==> config.mk <==
export PLATFORM = sky130hd
export DESIGN_NAME = json_tokenizer_core
export DESIGN_NICKNAME = d
export VERILOG_FILES = /design/src/hdl/jtok_pkg.sv /design/src/hdl/jtok_lexer.sv /design/src/hdl/jtok_serializer.sv /design/src/hdl/json_tokenizer_core.sv
export SDC_FILE = /design/constraint.sdc
export NUM_CORES = 1
export LEC_CHECK = 0
export BUFFER_PORTS_ARGS = -buffer_cell sky130_fd_sc_hd__buf_2
export CAP_MARGIN = 10
export CORE_ASPECT_RATIO = 1.4
export CORE_MARGIN = 5
export CORE_UTILIZATION = 56
export DETAILED_ROUTE_END_ITERATION = 8
export PLACE_DENSITY_LB_ADDON = 0.2
export SLEW_MARGIN = 40
export SYNTH_ARGS = -nofsm -noshare
export SYNTH_HDL_FRONTEND = slang
export SYNTH_SLANG_ARGS = --single-unit
export TNS_END_PERCENT = 5
==> constraint.sdc <==
create_clock -name clk -period 9.2 [get_ports clk]
set_input_delay 0.46 -clock clk [delete_from_list [all_inputs] [get_ports clk]]
set_output_delay 0.46 -clock clk [all_outputs]
set_load 0.05 [all_outputs]
==> src/hdl/jtok_pkg.sv <==
// ---------------------------------------------------------------------------
// jtok_pkg
// token kinds, result group type and character helpers for the json tokenizer
// ---------------------------------------------------------------------------
package jtok_pkg;

    localparam logic [3:0] KIND_LBRACE = 4'd0;
    localparam logic [3:0] KIND_RBRACE = 4'd1;
    localparam logic [3:0] KIND_LBRACK = 4'd2;
    localparam logic [3:0] KIND_RBRACK = 4'd3;
    localparam logic [3:0] KIND_COLON  = 4'd4;
    localparam logic [3:0] KIND_COMMA  = 4'd5;
    localparam logic [3:0] KIND_NUMBER = 4'd6;
    localparam logic [3:0] KIND_STRING = 4'd7;
    localparam logic [3:0] KIND_TRUE   = 4'd8;
    localparam logic [3:0] KIND_ERROR  = 4'd11;
    localparam logic [3:0] KIND_END    = 4'd12;

    localparam int GROUP_SLOTS = 3;

    typedef struct packed {
        logic [3:0]  kind;
        logic [15:0] start;
        logic [15:0] length;
    } token_t;

    typedef struct packed {
        token_t [GROUP_SLOTS-1:0] tok;
        logic [1:0]               cnt;
    } grp_t;

    // letters of true, false and null; unused tail positions hold zero
    function automatic logic [7:0] word_char(input logic [1:0] sel, input logic [2:0] idx);
        logic [7:0] c;
        c = 8'h00;
        unique case (sel)
            2'd0:
            begin
                unique case (idx)
                    3'd0: c = "t";
                    3'd1: c = "r";
                    3'd2: c = "u";
                    3'd3: c = "e";
                    default: c = 8'h00;
                endcase
            end
            2'd1:
            begin
                unique case (idx)
                    3'd0: c = "f";
                    3'd1: c = "a";
                    3'd2: c = "l";
                    3'd3: c = "s";
                    3'd4: c = "e";
                    default: c = 8'h00;
                endcase
            end
            default:
            begin
                unique case (idx)
                    3'd0: c = "n";
                    3'd1: c = "u";
                    3'd2: c = "l";
                    3'd3: c = "l";
                    default: c = 8'h00;
                endcase
            end
        endcase
        return c;
    endfunction

    function automatic logic [2:0] word_len(input logic [1:0] sel);
        return (sel == 2'd1) ? 3'd5 : 3'd4;
    endfunction

endpackage

==> src/hdl/jtok_lexer.sv <==
// ---------------------------------------------------------------------------
// jtok_lexer
// scanner state and the per-byte token decision; gives a group of up to
// three tokens for each stepped byte
// ---------------------------------------------------------------------------
module jtok_lexer #(
    parameter int unsigned MAX_DOCUMENT_BYTES = 65536,
    parameter int unsigned NUMBER_LIMIT       = 128
) (
    input  logic            clk,
    input  logic            rst_n,
    input  logic            step,
    input  logic [7:0]      data_byte,
    input  logic            end_of_input,
    output jtok_pkg::grp_t  grp
);
    import jtok_pkg::*;

    localparam logic [2:0] MODE_IDLE    = 3'd0;
    localparam logic [2:0] MODE_NUMBER  = 3'd1;
    localparam logic [2:0] MODE_STRING  = 3'd2;
    localparam logic [2:0] MODE_LITERAL = 3'd3;
    localparam logic [2:0] MODE_ERROR   = 3'd4;

    localparam int unsigned CAP_INT =
        (MAX_DOCUMENT_BYTES - 1 > 65535) ? 65535 : MAX_DOCUMENT_BYTES - 1;
    localparam logic [15:0] POS_CAP = CAP_INT[15:0];
    localparam logic [15:0] NUM_LIM = NUMBER_LIMIT[15:0];

    logic [2:0]  mode_reg, mode_next;
    logic [1:0]  phase_reg, phase_next;
    logic [1:0]  lsel_reg, lsel_next;
    logic [2:0]  lidx_reg, lidx_next;
    logic        pbs_reg, pbs_next;
    logic [15:0] pos_reg, pos_next;
    logic [15:0] start_reg, start_next;
    logic [15:0] run_reg, run_next;

    // candidate tokens in emission order: scan, fresh byte, end close, end marker
    token_t      cand [4];
    logic [3:0]  cand_en;

    function automatic logic [15:0] sat_inc(input logic [15:0] v);
        return (v == 16'hFFFF) ? v : v + 16'd1;
    endfunction

    always_comb
    begin
        logic        fresh;
        logic        bad;
        logic        is_digit;
        logic        is_sign;
        logic        is_space;
        logic [1:0]  sel;
        logic [2:0]  idx;
        logic [1:0]  n;

        mode_next  = mode_reg;
        phase_next = phase_reg;
        lsel_next  = lsel_reg;
        lidx_next  = lidx_reg;
        pbs_next   = pbs_reg;
        start_next = start_reg;
        run_next   = run_reg;
        pos_next   = pos_reg;
        fresh      = 1'b0;
        bad        = 1'b0;
        cand_en    = 4'b0000;
        for (int i = 0; i < 4; i++)
        begin
            cand[i] = '{kind: KIND_ERROR, start: start_reg, length: run_reg};
        end

        is_digit = (data_byte >= "0") && (data_byte <= "9");
        is_sign  = (data_byte == "+") || (data_byte == "-");
        is_space = (data_byte == " ") || (data_byte == 8'h09) ||
                   (data_byte == 8'h0A) || (data_byte == 8'h0D);
        sel = (lsel_reg == 2'd3) ? 2'd2 : lsel_reg;
        idx = (lidx_reg > 3'd4) ? 3'd4 : lidx_reg;

        unique case (mode_reg)
            MODE_NUMBER:
            begin
                if (is_digit || is_sign || data_byte == ".")
                begin
                    if (run_reg >= NUM_LIM || is_sign)
                        bad = 1'b1;
                    else if (is_digit)
                        phase_next = (phase_reg >= 2'd2) ? 2'd3 : 2'd1;
                    else if (phase_reg <= 2'd1)
                        phase_next = (phase_reg == 2'd0) ? 2'd2 : 2'd3;
                    else
                        bad = 1'b1;
                    run_next = sat_inc(run_reg);
                    if (bad)
                    begin
                        cand_en[0] = 1'b1;
                        cand[0]    = '{kind: KIND_ERROR, start: start_reg, length: run_next};
                        mode_next  = MODE_ERROR;
                    end
                end
                else
                begin
                    cand_en[0] = 1'b1;
                    if (phase_reg[0])
                    begin
                        cand[0]   = '{kind: KIND_NUMBER, start: start_reg, length: run_reg};
                        mode_next = MODE_IDLE;
                        fresh     = 1'b1;
                    end
                    else
                    begin
                        mode_next = MODE_ERROR;
                    end
                end
            end
            MODE_STRING:
            begin
                run_next = sat_inc(run_reg);
                if (data_byte == "\"" && !pbs_reg)
                begin
                    cand_en[0] = 1'b1;
                    cand[0]    = '{kind: KIND_STRING, start: start_reg, length: run_next};
                    mode_next  = MODE_IDLE;
                end
                pbs_next = (data_byte == "\\");
            end
            MODE_LITERAL:
            begin
                if (data_byte == word_char(sel, idx))
                begin
                    run_next  = sat_inc(run_reg);
                    lidx_next = idx + 3'd1;
                    if (lidx_next >= word_len(sel))
                    begin
                        cand_en[0] = 1'b1;
                        cand[0]    = '{kind: KIND_TRUE + {2'b00, sel}, start: start_reg,
                                       length: run_next};
                        mode_next  = MODE_IDLE;
                    end
                end
                else
                begin
                    cand_en[0] = 1'b1;
                    cand[0]    = '{kind: KIND_ERROR, start: start_reg,
                                   length: sat_inc(run_reg)};
                    mode_next  = MODE_ERROR;
                end
            end
            MODE_IDLE:
            begin
                fresh = 1'b1;
            end
            default:
            begin
                mode_next = MODE_ERROR;
            end
        endcase

        // byte seen between tokens
        if (fresh && !is_space)
        begin
            cand[1] = '{kind: KIND_ERROR, start: pos_reg, length: 16'd1};
            priority if (data_byte == "{")
            begin
                cand_en[1] = 1'b1;
                cand[1].kind = KIND_LBRACE;
            end
            else if (data_byte == "}")
            begin
                cand_en[1] = 1'b1;
                cand[1].kind = KIND_RBRACE;
            end
            else if (data_byte == "[")
            begin
                cand_en[1] = 1'b1;
                cand[1].kind = KIND_LBRACK;
            end
            else if (data_byte == "]")
            begin
                cand_en[1] = 1'b1;
                cand[1].kind = KIND_RBRACK;
            end
            else if (data_byte == ":")
            begin
                cand_en[1] = 1'b1;
                cand[1].kind = KIND_COLON;
            end
            else if (data_byte == ",")
            begin
                cand_en[1] = 1'b1;
                cand[1].kind = KIND_COMMA;
            end
            else if (is_digit || is_sign)
            begin
                mode_next  = MODE_NUMBER;
                start_next = pos_reg;
                run_next   = 16'd1;
                phase_next = is_digit ? 2'd1 : 2'd0;
            end
            else if (data_byte == "\"")
            begin
                mode_next  = MODE_STRING;
                start_next = pos_reg;
                run_next   = 16'd1;
                pbs_next   = 1'b0;
            end
            else if (data_byte == "t" || data_byte == "f" || data_byte == "n")
            begin
                mode_next  = MODE_LITERAL;
                start_next = pos_reg;
                run_next   = 16'd1;
                lsel_next  = (data_byte == "t") ? 2'd0 : (data_byte == "f") ? 2'd1 : 2'd2;
                lidx_next  = 3'd1;
            end
            else
            begin
                cand_en[1] = 1'b1;
                mode_next  = MODE_ERROR;
            end
        end

        if (pos_reg < POS_CAP)
            pos_next = pos_reg + 16'd1;

        if (end_of_input)
        begin
            cand[2] = '{kind: KIND_ERROR, start: start_next, length: run_next};
            if (mode_next == MODE_NUMBER)
            begin
                cand_en[2] = 1'b1;
                if (phase_next[0])
                    cand[2].kind = KIND_NUMBER;
            end
            else if (mode_next == MODE_STRING)
            begin
                cand_en[2] = 1'b1;
            end
            else if (mode_next == MODE_LITERAL)
            begin
                cand_en[2]   = 1'b1;
                cand[2].kind = KIND_TRUE + {2'b00, (lsel_next == 2'd3) ? 2'd2 : lsel_next};
            end
            cand_en[3] = 1'b1;
            cand[3]    = '{kind: KIND_END, start: pos_next, length: 16'd0};
            // next document starts from a clean state
            mode_next  = MODE_IDLE;
            phase_next = 2'd0;
            lsel_next  = 2'd0;
            lidx_next  = 3'd0;
            pbs_next   = 1'b0;
            pos_next   = 16'd0;
            start_next = 16'd0;
            run_next   = 16'd0;
        end

        // pack enabled candidates in order, dropping any beyond three
        grp.tok = '0;
        n = 2'd0;
        for (int i = 0; i < 4; i++)
        begin
            if (cand_en[i] && n != 2'd3)
            begin
                grp.tok[n] = cand[i];
                n = n + 2'd1;
            end
        end
        grp.cnt = n;
    end

    always_ff @(posedge clk or negedge rst_n)
    begin
        if (!rst_n)
        begin
            mode_reg  <= MODE_IDLE;
            phase_reg <= 2'd0;
            lsel_reg  <= 2'd0;
            lidx_reg  <= 3'd0;
            pbs_reg   <= 1'b0;
            pos_reg   <= 16'd0;
            start_reg <= 16'd0;
            run_reg   <= 16'd0;
        end
        else if (step)
        begin
            mode_reg  <= mode_next;
            phase_reg <= phase_next;
            lsel_reg  <= lsel_next;
            lidx_reg  <= lidx_next;
            pbs_reg   <= pbs_next;
            pos_reg   <= pos_next;
            start_reg <= start_next;
            run_reg   <= run_next;
        end
    end

endmodule

==> src/hdl/jtok_serializer.sv <==
// ---------------------------------------------------------------------------
// jtok_serializer
// result register holding one byte's token group, handed out one token per
// output item
// ---------------------------------------------------------------------------
module jtok_serializer (
    input  logic            clk,
    input  logic            rst_n,
    input  logic            load,
    input  jtok_pkg::grp_t  grp,
    output logic            free,
    output logic            out_valid,
    input  logic            out_stall,
    output logic [3:0]      token_kind,
    output logic [15:0]     token_start,
    output logic [15:0]     token_length,
    output logic            last_of_run
);
    import jtok_pkg::*;

    grp_t        grp_reg;
    logic        valid_reg, valid_next;
    logic [1:0]  idx_reg, idx_next;
    logic        last;
    logic        take;

    assign last        = (idx_reg == grp_reg.cnt - 2'd1);
    assign take        = valid_reg && !out_stall;
    assign free        = !valid_reg || (take && last);

    assign out_valid    = valid_reg;
    assign token_kind   = grp_reg.tok[idx_reg].kind;
    assign token_start  = grp_reg.tok[idx_reg].start;
    assign token_length = grp_reg.tok[idx_reg].length;
    assign last_of_run  = last;

    always_comb
    begin
        valid_next = valid_reg;
        idx_next   = idx_reg;
        if (load)
        begin
            valid_next = 1'b1;
            idx_next   = 2'd0;
        end
        else if (take)
        begin
            if (last)
                valid_next = 1'b0;
            else
                idx_next = idx_reg + 2'd1;
        end
    end

    always_ff @(posedge clk or negedge rst_n)
    begin
        if (!rst_n)
        begin
            valid_reg <= 1'b0;
            idx_reg   <= 2'd0;
        end
        else
        begin
            valid_reg <= valid_next;
            idx_reg   <= idx_next;
        end
    end

    always_ff @(posedge clk)
    begin
        if (load)
            grp_reg <= grp;
    end

endmodule

==> src/hdl/json_tokenizer_core.sv <==
// path: a byte's first token passes the input register, then the result register
// throughput: one byte per cycle while each byte gives at most one token and out_stall
// is low; a byte that gives more tokens holds the next byte in the input register until
// its tokens are all handed out, as the result register hands out one token per unstalled cycle
// reset: asynchronous, clears scanner state, offsets and the valid flags of both registers
// ---------------------------------------------------------------------------
// json_tokenizer_core
// byte-wide json lexer: input register, scanner, token group serializer
// ---------------------------------------------------------------------------
module json_tokenizer_core #(
    parameter int unsigned MAX_DOCUMENT_BYTES = 65536,
    parameter int unsigned NUMBER_LIMIT       = 128
) (
    input  logic        clk,
    input  logic        rst_n,
    input  logic        in_valid,
    output logic        in_stall,
    input  logic [7:0]  data_byte,
    input  logic        end_of_input,
    output logic        out_valid,
    input  logic        out_stall,
    output logic [3:0]  token_kind,
    output logic [15:0] token_start,
    output logic [15:0] token_length,
    output logic        last_of_run
);
    import jtok_pkg::*;

    logic        in_valid_reg, in_valid_next;
    logic [7:0]  byte_reg;
    logic        eoi_reg;
    logic        advance;
    logic        accept;
    logic        grp_free;
    grp_t        grp;

    // a byte with no tokens may pass while earlier tokens still wait
    assign advance  = in_valid_reg && (grp_free || grp.cnt == 2'd0);
    assign in_stall = in_valid_reg && !advance;
    assign accept   = in_valid && !in_stall;

    always_comb
    begin
        in_valid_next = in_valid_reg;
        if (accept)
            in_valid_next = 1'b1;
        else if (advance)
            in_valid_next = 1'b0;
    end

    always_ff @(posedge clk or negedge rst_n)
    begin
        if (!rst_n)
            in_valid_reg <= 1'b0;
        else
            in_valid_reg <= in_valid_next;
    end

    always_ff @(posedge clk)
    begin
        if (accept)
        begin
            byte_reg <= data_byte;
            eoi_reg  <= end_of_input;
        end
    end

    jtok_lexer #(
        .MAX_DOCUMENT_BYTES (MAX_DOCUMENT_BYTES),
        .NUMBER_LIMIT       (NUMBER_LIMIT)
    ) u_lexer (
        .clk          (clk),
        .rst_n        (rst_n),
        .step         (advance),
        .data_byte    (byte_reg),
        .end_of_input (eoi_reg),
        .grp          (grp)
    );

    jtok_serializer u_ser (
        .clk          (clk),
        .rst_n        (rst_n),
        .load         (advance && grp.cnt != 2'd0),
        .grp          (grp),
        .free         (grp_free),
        .out_valid    (out_valid),
        .out_stall    (out_stall),
        .token_kind   (token_kind),
        .token_start  (token_start),
        .token_length (token_length),
        .last_of_run  (last_of_run)
    );

endmodule

==> flow_metrics.env <==
export IMPL_status="finished clean"
export IMPL_drt_met1_wl_microns=11500
export IMPL_power_density_nw_per_um2=334
export IMPL_min_period_over_period_pct=64.4
export IMPL_ant_nets=0
export IMPL_drv_cap=0
export IMPL_synth_cells=1170
export IMPL_grt_max_degree=64
export IMPL_ys_ff_latch=182
export IMPL_drtIter0Drc=811
export IMPL_hold_slack_ns=0.102
export IMPL_antenna_found_initial=0
export IMPL_cts_resized=0
export IMPL_yosysSeqAreaShare_pct=46.7
export IMPL_die_height_microns=176
export IMPL_internal_power_mw=2.11
export IMPL_drc=0
export IMPL_reg2reg_to="u_ser.grp_reg[2]"
export IMPL_clock_sinks=182
export IMPL_die_w_microns=129
export IMPL_power_switching_mw=1.90
export IMPL_fmax_ghz=0.169
export IMPL_fin_crit_ns=5.93
export IMPL_skew_ns=0.00930
export IMPL_hold_viol=0
export IMPL_antenna_cells=0
export IMPL_wirelength_microns=29700
export IMPL_grt_pass1_vias=8895
export IMPL_dpl_hpwl_microns=20000
export IMPL_syn_num_nets=1195
export IMPL_worst_slew_pin_slew_ns=0.742
export IMPL_startpoint="u_lexer.lidx_reg[2]"
export IMPL_clk_latency_ns=0.43
export IMPL_cts_setup_buffers=0
export IMPL_syn2layout_area_growth_pct=8.69
export IMPL_yosys_warnings=0
export IMPL_clockBufferDepth=2
export IMPL_cts_tree="built"
export IMPL_max_slew_margin_rel_pct=50.4
export IMPL_critPathKind="register to register"
export IMPL_clk_pin_slew_worst_paths_ns=0.08
export IMPL_cp_start_kind="register"
export IMPL_leakage_nw=4.42
export IMPL_stdcell_count=1422
export IMPL_clkPwrFrac_pct=17.9
export IMPL_async_flop_share_pct=34.6
export IMPL_slew_violations=0
export IMPL_numCtsBuffers=17
export IMPL_wl_per_cell_microns=20.9
export IMPL_wl_met3_microns=1940
export IMPL_die_area_sq_um=22700
export IMPL_p_comb_share_pct=45.7
export IMPL_viasPerCell=6.46
export IMPL_ys_types=75
export IMPL_switching_share_pct=47.4
export IMPL_drive_gt1_share_pct=11.5
export IMPL_wl_met2_microns=15200
export IMPL_required_ns=9.26
export IMPL_seq_power_share_pct=36.4
export IMPL_reg2regPathDepth=17
export IMPL_synth_area_leader_cell="edfxtp_1"
export IMPL_initial_core_util_pct=57.2
export IMPL_arrival_ns=5.98
export IMPL_num_io_pins=52
export IMPL_syn_avg_cell_area_sq_um=9.44
export IMPL_vias=9192
export IMPL_r2r_slack_ns=3.27
export IMPL_yosys_area_top_type_share_pct=32.4
export IMPL_hold_buffers=0
export IMPL_grt_overflow=0
export IMPL_finalSetupViolCount=0
export IMPL_portBuffers=51
export IMPL_rr_startpoint="u_lexer.lidx_reg[2]"
export IMPL_final_nets=1186
export IMPL_h_tree_depth=4
export IMPL_path_max_fanout=61
export IMPL_gp_congestion=0.916
export IMPL_rsz0062_at_grt="no"
export IMPL_dr_pass1_iters=6
export IMPL_synth_main_ff_cell="edfxtp_1"
export IMPL_tns_ns=0
export IMPL_cp_end_kind="register"
export IMPL_dp_cells=1389
export IMPL_synth_edff_count=119
export IMPL_cts_root_buf="clkbuf_16"
export IMPL_grt_pass1_wl_microns=47100
export IMPL_peakVddDrop_v=0.000249
export IMPL_track_usage_pct=26.3
export IMPL_rows=60
export IMPL_core_area_sq_um=19300
export IMPL_synth_area_sq_um=11000
export IMPL_top_layer="met4"
export IMPL_largest_reg_flops=110
export IMPL_hold_class="primary input to async pin"
export IMPL_synth_area_leaders="edfxtp_1 (32%), dfrtp_1 (14%), mux2i_1 (5.2%)"
power groups by stage:
| stage | clock network (mW) | registers, mW | logic, mW |
|---|---|---|---|
| detailed placement | 0 | 1.48 | 1.83 |
| CTS | 0.718 | 1.46 | 1.84 |
| global route | 0.755 | 1.49 | 1.97 |
| global placement | 0 | 1.46 | 1.80 |
| finish | 0.717 | 1.46 | 1.83 |
| floorplan | 0 | 1.44 | 1.41 |
layout by cell type (no fill, tap or decap), drive strengths merged, types with 17 or more instances in the layout:
cell,instances
edfxtp,119
and2,20
clkbuf,18
nor3,31
o21ai,100
nand3,26
a21o,17
nor2b,20
a22oi,51
nor2,97
buf,70
a21oi,64
o31ai,19
nand2,135
dfrtp,63
o22ai,19
a22o,27
mux2i,58
inv,34
layout make-up:
class,count,area (sq um)
Clock buffer,17,425
Fill cell,1627,7290
Timing Repair Buffer,71,407
Sequential cell,182,5150
Inverter,28,105
Multi-Input combinational cell,861,5440
Tap cell,248,310
Clock inverter,15,161
synth_stat cells (8+ instances only):
master      n
a21o_1     17
a21oi_1    64
a221o_1    16
a22o_1     27
a22oi_1    51
a31oi_1     9
and2_1     16
and3_1      9
buf_1       8
buf_2      22
clkbuf_1   63
dfrtp_1    63
edfxtp_1  119
ha_1       12
inv_1      27
mux2i_1    57
nand2_1   135
nand2b_1    8
nand3_1    26
nand4_1     8
nor2_1     96
nor2b_1    20
nor3_1     30
nor3b_1     8
nor4_1      8
o211ai_1    8
o21a_1      8
o21ai_0    94
o22ai_1    19
o31ai_1    19
xnor2_1    10
xor2_1     11
critical path, cell delays in order, from the launching register on:
cell and delay [ns]:
dfrtp_1 0.50, inv_1 0.20, nand2_1 0.12, inv_1 0.14, ha_1 0.21, or3b_1 0.35
a21oi_1 0.16, mux2i_1 0.11, nor4_2 0.36, nand3_1 0.29, a211o_1 0.52, inv_1 0.11
ha_1 0.34, nor3_1 0.61, o21ai_4 0.13, nor2_4 0.09, buf_4 0.54, buf_4 0.72
stage by stage:
step	total power [mW]	setup WS [ns]	util [%]	area, sq um
floorplan	2.85	0.151	-	11000
global placement	3.26	3.46	58.8	11300
detailed placement	3.31	3.30	59.1	11400
CTS	4.01	3.31	62.1	12000
global route	4.21	2.79	62.2	12000
finish	4.01	3.27	62.2	12000
how the worst max path moves through the flow:
stage	slack, ns	to	depth (start not counted)
after floorplan	0.15	u_ser.grp_reg[0]	18
after global placement	3.46	u_ser.grp_reg[0]	17
after detailed placement	3.30	u_ser.grp_reg[0]	17
after CTS	3.31	u_ser.grp_reg[34]	17
after global routing	2.79	u_ser.grp_reg[70]	17
final	3.27	u_ser.grp_reg[2]	17
cells by family after synthesis:
logic type               synth area share [%]
buffers and inverters                    4.81
AND/OR/NAND/NOR                          17.2
AO/OA/AOI/OAI                            22.8
multiplexers                             5.47
XOR/XNOR                                 1.67
flip-flops                               46.7
adder cells (fa/ha/maj)                  1.36
metal layers:
layer / GRT usage [%] / up-vias
met5: 0 / -
met4: 11.5 / 0
met3: 4.00 / 86
met2: 45.4 / 392
met1: 32.4 / 4391
li1: - / 4323
Power figures use the tool's default switching activity.
